==> src/rtl/utf8v_pkg.sv <==
// ----------------------------------------------------------------------------
// utf8v_pkg
// Shared types, constants and byte classification functions of the UTF-8
// validator.
// ----------------------------------------------------------------------------
package utf8v_pkg;

  localparam int unsigned OFFSET_BITS = 48;
  localparam int unsigned COUNT_BITS  = 32;
  localparam int unsigned MAX_RESULTS = 6;

  // Replacement character U+FFFD in UTF-8.
  localparam logic [7:0] REPL_B0 = 8'hef;
  localparam logic [7:0] REPL_B1 = 8'hbf;
  localparam logic [7:0] REPL_B2 = 8'hbd;

  // Operation codes carried on the input tuser.
  localparam logic OP_DATA  = 1'b0;
  localparam logic OP_FLUSH = 1'b1;

  // One bundle of results made by a single input item.
  typedef struct packed {
    logic [2:0]                       count;
    logic [MAX_RESULTS-1:0][7:0]      bytes;
    logic                             err;
    logic [OFFSET_BITS-1:0]           offset;
    logic [COUNT_BITS-1:0]            total_lo;  // total for results 0 to 2
    logic [COUNT_BITS-1:0]            total_hi;  // total for results 3 to 5
  } bundle_t;

  function automatic logic is_cont(logic [7:0] b);
    return (b >= 8'h80) && (b <= 8'hbf);
  endfunction

  // Sequence length announced by a lead byte; zero for a byte that cannot lead.
  function automatic logic [2:0] lead_len(logic [7:0] b);
    logic [2:0] len;
    len = 3'd0;
    if (b <= 8'h7f) len = 3'd1;
    else if (b >= 8'hc2 && b <= 8'hdf) len = 3'd2;
    else if (b >= 8'he0 && b <= 8'hef) len = 3'd3;
    else if (b >= 8'hf0 && b <= 8'hf4) len = 3'd4;
    return len;
  endfunction

  // The second byte rules out overlong forms, surrogates and values
  // above U+10FFFF.
  function automatic logic second_ok(logic [7:0] lead, logic [7:0] b);
    logic ok;
    ok = is_cont(b);
    if (lead == 8'he0) ok = ok && (b >= 8'ha0);
    else if (lead == 8'hed) ok = ok && (b <= 8'h9f);
    else if (lead == 8'hf0) ok = ok && (b >= 8'h90);
    else if (lead == 8'hf4) ok = ok && (b <= 8'h8f);
    return ok;
  endfunction

  function automatic logic [COUNT_BITS-1:0] sat_inc(logic [COUNT_BITS-1:0] c);
    logic [COUNT_BITS-1:0] r;
    r = (c == '1) ? c : c + COUNT_BITS'(1);
    return r;
  endfunction

endpackage

==> src/rtl/utf8v_core.sv <==
// ----------------------------------------------------------------------------
// utf8v_core
// Input register, sequence state and the per-item decision logic that turns
// one registered item into a bundle of results.
// ----------------------------------------------------------------------------
module utf8v_core
  import utf8v_pkg::*;
(
  input  logic    clk_i,
  input  logic    rst_ni,
  input  logic    in_valid_i,
  output logic    in_ready_o,
  input  logic    in_op_i,
  input  logic [7:0] in_byte_i,
  input  logic    cfg_we_i,
  input  logic    cfg_wdata_i,
  input  logic    can_load_i,
  output logic    bun_valid_o,
  output bundle_t bun_o
);

  logic                   in_valid_q;
  logic                   op_q;
  logic [7:0]             byte_q;
  logic                   reject_q;
  logic [1:0]             hc_q, hc_d;
  logic [2:0]             el_q, el_d;
  logic [2:0][7:0]        held_q, held_d;
  logic [OFFSET_BITS-1:0] ss_q, ss_d;
  logic [OFFSET_BITS-1:0] bp_q, bp_d;
  logic [COUNT_BITS-1:0]  cnt_q, cnt_d;
  logic                   halted_q, halted_d;

  logic       adv;
  logic       ok, cont_ok, complete, brk, lead_phase;
  logic [2:0] len;
  logic [1:0] ninc;
  logic [COUNT_BITS-1:0] cnt1, cnt2;
  bundle_t    bun;

  assign adv        = in_valid_q && can_load_i;
  assign in_ready_o = !in_valid_q || adv;

  always_ff @(posedge clk_i or negedge rst_ni) begin
    if (!rst_ni) begin
      in_valid_q <= 1'b0;
      reject_q   <= 1'b0;
      hc_q       <= '0;
      el_q       <= '0;
      ss_q       <= '0;
      bp_q       <= '0;
      cnt_q      <= '0;
      halted_q   <= 1'b0;
    end else begin
      if (cfg_we_i) begin
        reject_q <= cfg_wdata_i;
      end
      if (in_ready_o) begin
        in_valid_q <= in_valid_i;
      end
      if (adv) begin
        hc_q     <= hc_d;
        el_q     <= el_d;
        ss_q     <= ss_d;
        bp_q     <= bp_d;
        cnt_q    <= cnt_d;
        halted_q <= halted_d;
      end
    end
  end

  always_ff @(posedge clk_i) begin
    if (in_valid_i && in_ready_o) begin
      op_q   <= in_op_i;
      byte_q <= in_byte_i;
    end
    if (adv) begin
      held_q <= held_d;
    end
  end

  assign len      = lead_len(byte_q);
  assign ok       = (hc_q == 2'd1) ? second_ok(held_q[0], byte_q) : is_cont(byte_q);
  assign cont_ok  = (op_q == OP_DATA) && (hc_q != 2'd0) && ok;
  assign complete = ({1'b0, hc_q} + 3'd1) >= el_q;
  assign brk      = (hc_q != 2'd0) && ((op_q == OP_FLUSH) || !ok);
  assign lead_phase = (op_q == OP_DATA) && !cont_ok && !(brk && reject_q);
  assign cnt1     = sat_inc(cnt_q);
  assign cnt2     = sat_inc(cnt1);

  always_comb begin
    bun       = '0;
    hc_d      = hc_q;
    el_d      = el_q;
    held_d    = held_q;
    ss_d      = ss_q;
    bp_d      = bp_q;
    halted_d  = halted_q;
    ninc      = 2'd0;
    if (!halted_q) begin
      if (op_q == OP_DATA) begin
        bp_d = bp_q + OFFSET_BITS'(1);
      end
      if (cont_ok) begin
        if (complete) begin
          bun.bytes[0]    = held_q[0];
          bun.bytes[1]    = held_q[1];
          bun.bytes[2]    = held_q[2];
          bun.bytes[{1'b0, hc_q}] = byte_q;
          bun.count       = {1'b0, hc_q} + 3'd1;
          hc_d            = '0;
          el_d            = '0;
        end else begin
          held_d[hc_q] = byte_q;
          hc_d         = hc_q + 2'd1;
        end
      end else begin
        // A broken or unfinished sequence is reported at its start.
        if (brk) begin
          hc_d = '0;
          el_d = '0;
          if (reject_q) begin
            bun.count  = 3'd1;
            bun.err    = 1'b1;
            bun.offset = ss_q;
            halted_d   = 1'b1;
          end else begin
            bun.bytes[0] = REPL_B0;
            bun.bytes[1] = REPL_B1;
            bun.bytes[2] = REPL_B2;
            bun.count    = 3'd3;
            ninc         = 2'd1;
          end
        end
        // Unless the sequence was rejected, a data byte then acts as a lead byte.
        if (lead_phase) begin
          case (len)
            3'd1: begin
              bun.bytes[bun.count] = byte_q;
              bun.count            = bun.count + 3'd1;
            end
            3'd0: begin
              if (reject_q) begin
                bun.count  = 3'd1;
                bun.err    = 1'b1;
                bun.offset = bp_q;
                halted_d   = 1'b1;
              end else begin
                bun.bytes[bun.count]        = REPL_B0;
                bun.bytes[bun.count + 3'd1] = REPL_B1;
                bun.bytes[bun.count + 3'd2] = REPL_B2;
                bun.count                   = bun.count + 3'd3;
                ninc                        = ninc + 2'd1;
              end
            end
            default: begin
              held_d[0] = byte_q;
              hc_d      = 2'd1;
              el_d      = len;
              ss_d      = bp_q;
            end
          endcase
        end
      end
    end
    bun.total_lo = (ninc != 2'd0) ? cnt1 : cnt_q;
    bun.total_hi = (ninc == 2'd2) ? cnt2 : bun.total_lo;
    cnt_d        = bun.total_hi;
  end

  assign bun_o       = bun;
  assign bun_valid_o = adv && (bun.count != 3'd0);

  a_halt_sticky: assert property (@(posedge clk_i) disable iff (!rst_ni)
    halted_q |=> halted_q)
    else $error("halt flag cleared without reset");

  a_held_bound: assert property (@(posedge clk_i) disable iff (!rst_ni)
    (hc_q != 2'd0) |-> ({1'b0, hc_q} < el_q))
    else $error("held byte count reached the expected length");

  a_halt_freeze: assert property (@(posedge clk_i) disable iff (!rst_ni)
    halted_q |-> !bun_valid_o)
    else $error("result produced while halted");

endmodule

==> src/rtl/utf8v_outbuf.sv <==
// ----------------------------------------------------------------------------
// utf8v_outbuf
// Result register that holds one bundle and hands its results out one item
// per cycle while the receiver is ready.
// ----------------------------------------------------------------------------
module utf8v_outbuf
  import utf8v_pkg::*;
(
  input  logic    clk_i,
  input  logic    rst_ni,
  input  logic    load_i,
  input  bundle_t bun_i,
  output logic    can_load_o,
  output logic    valid_o,
  input  logic    ready_i,
  output logic [7:0] byte_o,
  output logic    last_o,
  output logic    err_o,
  output logic [OFFSET_BITS-1:0] offset_o,
  output logic [COUNT_BITS-1:0]  total_o
);

  logic       valid_q;
  logic [2:0] idx_q;
  bundle_t    bun_q;
  logic       pop;

  assign pop        = valid_q && ready_i;
  assign last_o     = (idx_q + 3'd1) == bun_q.count;
  assign can_load_o = !valid_q || (pop && last_o);

  always_ff @(posedge clk_i or negedge rst_ni) begin
    if (!rst_ni) begin
      valid_q <= 1'b0;
      idx_q   <= '0;
    end else if (load_i) begin
      valid_q <= 1'b1;
      idx_q   <= '0;
    end else if (pop) begin
      if (last_o) begin
        valid_q <= 1'b0;
      end
      idx_q <= idx_q + 3'd1;
    end
  end

  always_ff @(posedge clk_i) begin
    if (load_i) begin
      bun_q <= bun_i;
    end
  end

  assign valid_o  = valid_q;
  assign byte_o   = bun_q.bytes[idx_q];
  assign err_o    = bun_q.err;
  assign offset_o = bun_q.offset;
  assign total_o  = (idx_q >= 3'd3) ? bun_q.total_hi : bun_q.total_lo;

  a_err_alone: assert property (@(posedge clk_i) disable iff (!rst_ni)
    (valid_q && bun_q.err) |-> (bun_q.count == 3'd1))
    else $error("error result shares its bundle with other results");

  a_idx_range: assert property (@(posedge clk_i) disable iff (!rst_ni)
    valid_q |-> (idx_q < bun_q.count))
    else $error("result index beyond bundle size");

endmodule

==> src/rtl/utf8_validate_replace.sv <==
// ----------------------------------------------------------------------------
// utf8_validate_replace
// Streaming UTF-8 validator: passes well-formed sequences, replaces or
// rejects malformed ones.
// ----------------------------------------------------------------------------
// An accepted byte passes the input register and then the result register.
// Throughput: one input item per cycle while each makes at most one result
// and the receiver is ready; an item that makes several results holds the
// input until the result register has handed all of them out, one per cycle.
// Reset: rst_ni clears the sequence state, counters, halt flag and mode
// asynchronously; the held byte store is not reset and needs no clearing.
module utf8_validate_replace
  import utf8v_pkg::*;
(
  input  logic        clk_i,
  input  logic        rst_ni,
  // Input stream.
  input  logic        s_axis_tvalid,
  output logic        s_axis_tready,
  input  logic [7:0]  s_axis_tdata,   // [7:0] data_byte
  input  logic        s_axis_tuser,   // [0] operation (0 data, 1 end of stream)
  // Result stream.
  output logic        m_axis_tvalid,
  input  logic        m_axis_tready,
  output logic [87:0] m_axis_tdata,   // [7:0] out_byte, [55:8] error_offset,
                                      // [87:56] invalid_total
  output logic        m_axis_tlast,   // last result of the input item
  output logic        m_axis_tuser,   // [0] error
  // Mode register: 0 replaces bad sequences, 1 stops at the first one.
  input  logic        cfg_we_i,
  input  logic        cfg_wdata_i
);

  // The core decides everything about one item from its input register
  // and drops the results as a bundle into the output buffer.
  // The core advances only when the buffer is empty or is handing out the
  // last result of its current bundle, so items never overtake each other.
  bundle_t                bun;
  logic                   bun_valid;
  logic                   can_load;
  logic [7:0]             out_byte;
  logic                   out_err;
  logic [OFFSET_BITS-1:0] out_offset;
  logic [COUNT_BITS-1:0]  out_total;

  utf8v_core u_core (
    .clk_i       (clk_i),
    .rst_ni      (rst_ni),
    .in_valid_i  (s_axis_tvalid),
    .in_ready_o  (s_axis_tready),
    .in_op_i     (s_axis_tuser),
    .in_byte_i   (s_axis_tdata),
    .cfg_we_i    (cfg_we_i),
    .cfg_wdata_i (cfg_wdata_i),
    .can_load_i  (can_load),
    .bun_valid_o (bun_valid),
    .bun_o       (bun)
  );

  // Holds one bundle of up to six results and serializes it.
  utf8v_outbuf u_outbuf (
    .clk_i      (clk_i),
    .rst_ni     (rst_ni),
    .load_i     (bun_valid),
    .bun_i      (bun),
    .can_load_o (can_load),
    .valid_o    (m_axis_tvalid),
    .ready_i    (m_axis_tready),
    .byte_o     (out_byte),
    .last_o     (m_axis_tlast),
    .err_o      (out_err),
    .offset_o   (out_offset),
    .total_o    (out_total)
  );

  // Fields packed from the lowest bit up; the width is a whole number of bytes.
  assign m_axis_tdata = {out_total, out_offset, out_byte};
  assign m_axis_tuser = out_err;

endmodule
==> config.mk <==
export PLATFORM = sky130hd
export DESIGN_NAME = utf8_validate_replace
export DESIGN_NICKNAME = d
export VERILOG_FILES = /design/src/rtl/utf8v_pkg.sv /design/src/rtl/utf8v_core.sv /design/src/rtl/utf8v_outbuf.sv /design/src/rtl/utf8_validate_replace.sv
export SDC_FILE = /design/constraint.sdc
export NUM_CORES = 1
export LEC_CHECK = 0
export ABC_AREA = 0
export BUFFER_PORTS_ARGS = -buffer_cell sky130_fd_sc_hd__buf_2
export CAP_MARGIN = 20
export CORE_MARGIN = 2
export CORE_UTILIZATION = 55
export CTS_BUF_LIST = sky130_fd_sc_hd__clkbuf_8
export DETAILED_ROUTE_END_ITERATION = 6
export PLACE_DENSITY = 0.76
export SETUP_SLACK_MARGIN = 0.2
export SYNTH_ARGS = -nofsm -noshare
export SYNTH_HDL_FRONTEND = slang
export SYNTH_SLANG_ARGS = --single-unit
==> constraint.sdc <==
create_clock -name clk_i -period 13.6 [get_ports clk_i]
set_clock_uncertainty 0.1 [all_clocks]
set_input_delay 1.36 -clock clk_i [delete_from_list [all_inputs] [get_ports clk_i]]
set_output_delay 1.36 -clock clk_i [all_outputs]
set_load 0.005 [all_outputs]
==> results.toml, run 1 <==
[run_status]
status = "completed"

[grt]
grt_use_met1_pct = 34.56
antenna_found_initial = 0
grt_max_degree = 78
grt_pass1_wl_mm = 64.00
use_met3_pct = 4.204
grt_overflow = 0
grt_pass1_vias = 11930
grtUsageTotal_pct = 24.19
grt.busiest_layer = "met2"
grtUsageMet2_pct = 38.08

[sta]
min_period_ns = 5.722
setup_viol = 0
timing.final.crit_share_pct = 42.07
fin_tns_setup_ns = 0
drv_slew = 0
fmax_mhz = 174.8
tightest_slew_ns = 1.139
slew_headroom_pct = 23.76
hold_viol = 0
timing.final.ws_setup_ns = 7.878
rsz0062_at_grt = "no"

[setup_path]
r2r_end = "u_outbuf.offset_o[15]"
endpoint_kind = "flop"
worstRegToRegCells = 11
critPathMaxFanout = 73
reg2reg_slack_ns = 7.88
r2r-start = "u_core.byte_q[1]"
cp.arrival_ns = 5.82
crit_type = "reg2reg"
required_ns = 13.69
start_kind = "flop"

[detailed_routing]
vias_per_cell = 6.037
drc = 0
avgRoutedWirePerCell_um = 19.74
ant_nets = 0
drtPass1Iterations = 6
wl_mm = 39.80
vias = 12170
drtIter0Drc = 1538

[die]
die_area_um2 = 32490
ioPinCount = 107
die_w_um = 180.3
coreArea_um2 = 30590
initial_utilization_pct = 55.86
fp.dieH_um = 180.3
rows = 64

[power]
peakVddDrop_mv = 0.08463
p_leak_uw = 0.007788
power.density_nw_per_um2 = 109.7
p_total_uw = 2031

[synth]
ys_async_sr_fraction_pct = 43.34
syn-mean-instance-area_um2 = 11.08
synth_area_leaders = "edfxtp_1 (32%), dfrtp_1 (21%), mux2_2 (6.6%)"
synth_seq_cells = 323
synth_top_area_share_pct = 32.16
yosysSeqAreaShare_pct = 52.66
synth_nets = 1569
ys_warn_count = 0
synth_ff_type = "edfxtp_1"
synth_cells = 1542
synth_edf_count = 183
synthDistinctLibCells = 95
ys_top_cells_by_count = "edfxtp_1 (183), nand2_1 (175), dfrtp_1 (140)"
syn_area_um2 = 17090
yosysMostFrequentCell = "edfxtp_1"
synth_area_leader_cell = "edfxtp_1"

[cts]
clock-sinks = 323
cts_buffers = 49
clkLatencyLatePin_ns = 0.60
cts_resized = 0
post_cts_buffers = 0
cts_tree = "yes"
cts_hold_buf = 0
h-tree-depth = 2
cts_root_buffer = "clkbuf_8"
cts_max_path_buffers = 3
path_clk_slew_ns = 0.07

[final_layout]
drive_gt1_share_pct = 21.30
syn_to_final_growth_pct = 8.362
diodes = 0
nets = 1606

[worst_hold_path]
holdPathStages = 2
worst_hold_path_type = "reg2reg"
hold_path_end = "u_core.ss_q[46]"
hold_start = "u_core.ss_q[46]"

[placed_design]
io_buffers = 106
dp.final_hpwl_mm = 25.85
place.gp.congestion = 0.9327
post-place-ws_ns = 7.930

[flow_run]
maxCapViolCount = 0
==> state kept, by name, indices dropped and copies added (netlist names) <==
register	cells
u_core.halted_q	1
u_outbuf.bun_q	101
u_core.held_q	24
u_core.ss_q	48
u_outbuf.err_o	1
u_core.byte_q	8
u_core.reject_q	1
u_core.bp_q	48
u_core.el_q	3
u_outbuf.valid_o	1
u_core.cnt_q	32
u_outbuf.idx_q	3
u_core.hc_q	2
u_outbuf.offset_o	48
u_core.in_valid_q	1
u_core.op_q	1
==> routing by layer <==
metal / share of wire [%] / wire length [um] / vias to the layer above
li1: - / - / 5682
met1: 45 / 17780 / 5951
met2: 46 / 18400 / 466
met3: 6.8 / 2700 / 72
met4: 2.3 / 915 / 0
met5: 0 / 0 / -
==> critical path: stages, from the launching register on <==
cell      delay, ns
edfxtp_1       0.51
or3_1          0.41
o311a_1        0.34
o221ai_1       0.29
nand2_1        0.36
nor2_1         0.24
nand2_1        0.09
a21oi_1        0.49
nor3_1         0.19
nor2_4         0.83
buf_4          0.58
buf_4          0.82
==> logic make-up after synthesis <==
kind of cell | synth area share, %
AO/OA/AOI/OAI | 11.31
adder cells (fa/ha/maj) | 0.8786
XOR/XNOR | 5.887
flip-flops | 52.66
multiplexers | 8.296
other | 0.02195
AND/OR/NAND/NOR | 16.08
buffers and inverters | 4.862
==> how the worst max path moves through the flow <==
stage	from	end	slack, ns	cells after the start
after CTS	u_core.byte_q[1]	u_outbuf.bun_q[9]	7.90	11
after global placement	u_core.byte_q[1]	u_outbuf.offset_o[41]	8.07	11
after detailed placement	u_core.byte_q[1]	u_outbuf.offset_o[41]	7.93	11
final	u_core.byte_q[1]	u_outbuf.offset_o[15]	7.88	11
after floorplan	u_core.byte_q[1]	u_outbuf.bun_q[0]	4.11	10
after global routing	u_core.byte_q[1]	u_outbuf.bun_q[34]	7.53	11
==> per-stage QoR <==
stage	cell area (um2)	util, %	cells	hold slack [ns]
final	18520	60.53	2016	0.3899
after global placement	17550	57.36	1923	0.3637
after global routing	18520	60.53	2016	0.4150
after floorplan	17090	-	1542	0.3502
after CTS	18520	60.53	2016	0.3955
after detailed placement	17550	57.38	1924	0.3781
==> layout by cell type (no fill, tap or decap), drive strengths merged, types with 17 or more instances in the layout <==
master,instances
edfxtp,183
nand2,176
dfrtp,140
nor2,131
buf,123
mux2,101
xnor2,82
o21ai,69
clkbuf,54
a22oi,50
inv,46
nand3,46
a21oi,39
nor3,34
xor2,32
nand4,32
and3,21
or3,17
and2,17
==> area by class of cell <==
cell class              instances  area, um2
fillers                      2480      12070
flip-flops and latches        323       8999
multi-input cells            1058       7306
clock buffers                  54      743.2
repair buffers                123      661.9
well taps                     396      495.5
clock inverters                38      221.5
inverters                      24      90.09
==> power by group <==
group | total [uW] | switching (uW) | internal, uW
Combinational | 178 | 108 | 69.6
Sequential | 1070 | 31.8 | 1040
Clock | 780 | 388 | 392
Total | 2030 | 529 | 1500
Note: power is estimated with default switching activity, not from simulation.
==> inputs of run 2 (changes only) <==
- ABC_AREA: 0 -> 1
- clock period: 13.6 -> 5.5 ns (I/O delays scaled with it)
==> run 2 against run 1 <==
Effect of this change:
- register-to-register slack worse by 7.0 ns
- die area increased by 6.1%
- total power rose to 2.5 times the previous value
- worst hold slack got worse by 0.36 ns
- sequential power grew 140%
- combinational power increased by 32%
- via count increased by 25%
- first-iteration DRC count up 3.1%
- final area increased by 7.5%
- sequential share of layout area is 3.4 points lower
- critical path depth up 5
- highest routed layer unchanged
==> results.toml, run 2 <==
[sta]
hold_viol = 0
slew_headroom_pct = 26.35
timing.final.crit_share_pct = 84.06
tightest_slew_ns = 1.099
min_period_ns = 4.624
rsz0062_at_grt = "no"
fmax_mhz = 216.3
drv_slew = 0
fin_tns_setup_ns = 0
setup_viol = 0

[synth]
synth_top_family_by_area = "simple AND/OR/NAND/NOR gates"
synth_top_area_share_pct = 30.28
synth_area_leaders = "edfxtp_1 (30%), dfrtp_1 (19%), nand2_1 (16%)"
synth_area_leader_cell = "edfxtp_1"
synth_ff_type = "edfxtp_1"
synth-adder-area-share_pct = 0.8273
ys_async_sr_fraction_pct = 43.34
synth_compound_area_share_pct = 8.459
synth_nets = 2261
syn_area_um2 = 18150
synth_edf_count = 183
synthMuxAreaShare_pct = 1.986
ys_warn_count = 0
yosysMostFrequentCell = "nand2_1"
synthDistinctLibCells = 45
synth_cells = 2234
synth_seq_cells = 323
syn-mean-instance-area_um2 = 8.124
synth-simple-area-share_pct = 28.71
synth_xor_area_share_pct = 3.040
ys_top_cells_by_count = "nand2_1 (776), edfxtp_1 (183), o21ai_0 (170)"
yosysSeqAreaShare_pct = 49.58

[die]
coreArea_um2 = 32540
initial_utilization_pct = 55.78
fp.dieH_um = 185.7
ioPinCount = 107
die_area_um2 = 34470
rows = 66
die_w_um = 185.7

[cts]
clkLatencyLatePin_ns = 0.61
cts_max_path_buffers = 3
clock-sinks = 323
cts_buffers = 52
path_clk_slew_ns = 0.07
h-tree-depth = 2
post_cts_buffers = 0
cts_tree = "yes"
cts_root_buffer = "clkbuf_8"

[setup_path]
endpoint_kind = "flop"
start_kind = "flop"
cp.arrival_ns = 4.73
critPathMaxFanout = 69
crit_type = "reg2reg"
required_ns = 5.60

[run_status]
status = "completed"

[power]
p_leak_uw = 0.009183
power.density_nw_per_um2 = 259.0
peakVddDrop_mv = 0.1673

[grt]
grt_max_degree = 85
grt_pass1_wl_mm = 80.23
grtUsageTotal_pct = 30.26
grt_overflow = 0
antenna_found_initial = 0
grt_pass1_vias = 14700

[placed_design]
place.gp.congestion = 1.005
io_buffers = 106
placed_area_um2 = 18680
dp.final_hpwl_mm = 36.57

[detailed_routing]
drc = 0
drtPass1Iterations = 6
ant_nets = 0
avgRoutedWirePerCell_um = 18.22
vias = 15270
vias_per_cell = 5.497
drtIter0Drc = 1585
wl_mm = 50.60

[final_layout]
largest_register = "u_outbuf.bun_q"
nets = 2319
largest_reg_flops = 101
syn_to_final_growth_pct = 9.693
final_common_cell = "nand2_1"
stdcell_area_um2 = 19910
diodes = 0
drive_gt1_share_pct = 13.88
final_cell_mix = "nand2_1 (776), edfxtp_1 (183), o21ai_0 (170)"

[worst_hold_path]
worst_hold_path_type = "in2reg"

[flow_run]
maxCapViolCount = 0
[run 2: cell count changes after synthesis, moves of 16 or more]
| cell | change |
|---|---|
| nand3_1 | +74 |
| and3_1 | -21 |
| nand2_2 | +32 |
| inv_1 | +132 |
| a22oi_1 | -49 |
| xnor2_1 | -78 |
| nor2_1 | +31 |
| or3_1 | -17 |
| a21o_1 | -16 |
| mux2_2 | -68 |
| a21oi_1 | +49 |
| xor2_1 | +28 |
| o21ai_0 | +104 |
| nand2_1 | +601 |
[run 2: layer usage]
layer,track usage (%),vias up,part of all wire (%)
li1,-,7441,-
met1,40.89,7133,42
met2,48.22,562,46
met3,5.831,130,7.8
met4,12.19,0,3.9
met5,0,-,0
[run 2: worst max-delay path, stage by stage, from the launching register on]
cell and delay (ns):
dfrtp_1 0.43, ha_1 0.24, inv_1 0.31, nor3_1 0.09
nand2_1 0.08, nor2_1 0.04, nand2_1 0.11, nand3_2 0.30
nor2_1 0.29, buf_4 0.25, nand2_1 0.11, inv_1 0.08
o21ai_1 0.18, nand4_1 0.29, nand2_1 0.14, clkinvlp_4 0.31
buf_4 0.77
[run 2: per-stage QoR]
step	power [uW]	hold WS [ns]	instances	util, %	setup WS (ns)
floorplan	2780	0.1544	2234	-	0.4312
global placement	2876	0.3542	2675	57.41	1.157
detailed placement	2879	0.3667	2675	57.41	0.9868
CTS	5189	0.0006169	2776	61.16	0.9418
global route	5326	0.007136	2777	61.19	0.4965
finish	5155	0.02497	2777	61.19	0.8765
[run 2: path summary, 6_finish.rpt]
kind	start	end	slack, ns	depth (start not counted)
min in group asynchronous	rst_ni	u_core.ss_q[47]	0.50	2
hold reg to reg	u_core.ss_q[6]	u_core.ss_q[6]	0.38	2
max in group asynchronous	rst_ni	u_core.cnt_q[7]	3.46	3
setup / recovery	u_core.hc_q[0]	u_outbuf.offset_o[35]	0.88	16
hold / removal	s_axis_tdata[1]	u_core.byte_q[1]	0.02	1
setup reg to reg	u_core.hc_q[0]	u_outbuf.offset_o[35]	0.88	16
[run 2: cell families after synthesis]
group                    Yosys count
AND/OR/NAND/NOR                 1214
flip-flops                       323
AO/OA/AOI/OAI                    295
buffers and inverters            294
XOR/XNOR                          63
multiplexers                      32
adder cells (fa/ha/maj)           12
other                              1
[run 2: area by class of cell]
type | count | area, um2
clock inverters | 34 | 312.8
repair buffers | 126 | 699.4
multi-input cells | 1617 | 7828
fillers | 2951 | 12630
clock buffers | 63 | 867.1
well taps | 442 | 553.0
inverters | 172 | 649.4
flip-flops and latches | 323 | 8999
[run 2: repair_timing]
item                                   4_1_cts  5_1_grt
hold buffers                                 4        1
endpoints found under the hold margin       86        1
resized for setup                            0        0
[run 2: report_power, final]
part	switching [uW]	leakage, uW	internal [uW]
Combinational	177	0.00488	58.6
Clock	990	0.000640	1330
Sequential	32.9	0.00366	2570
Total	1200	0.00918	3960
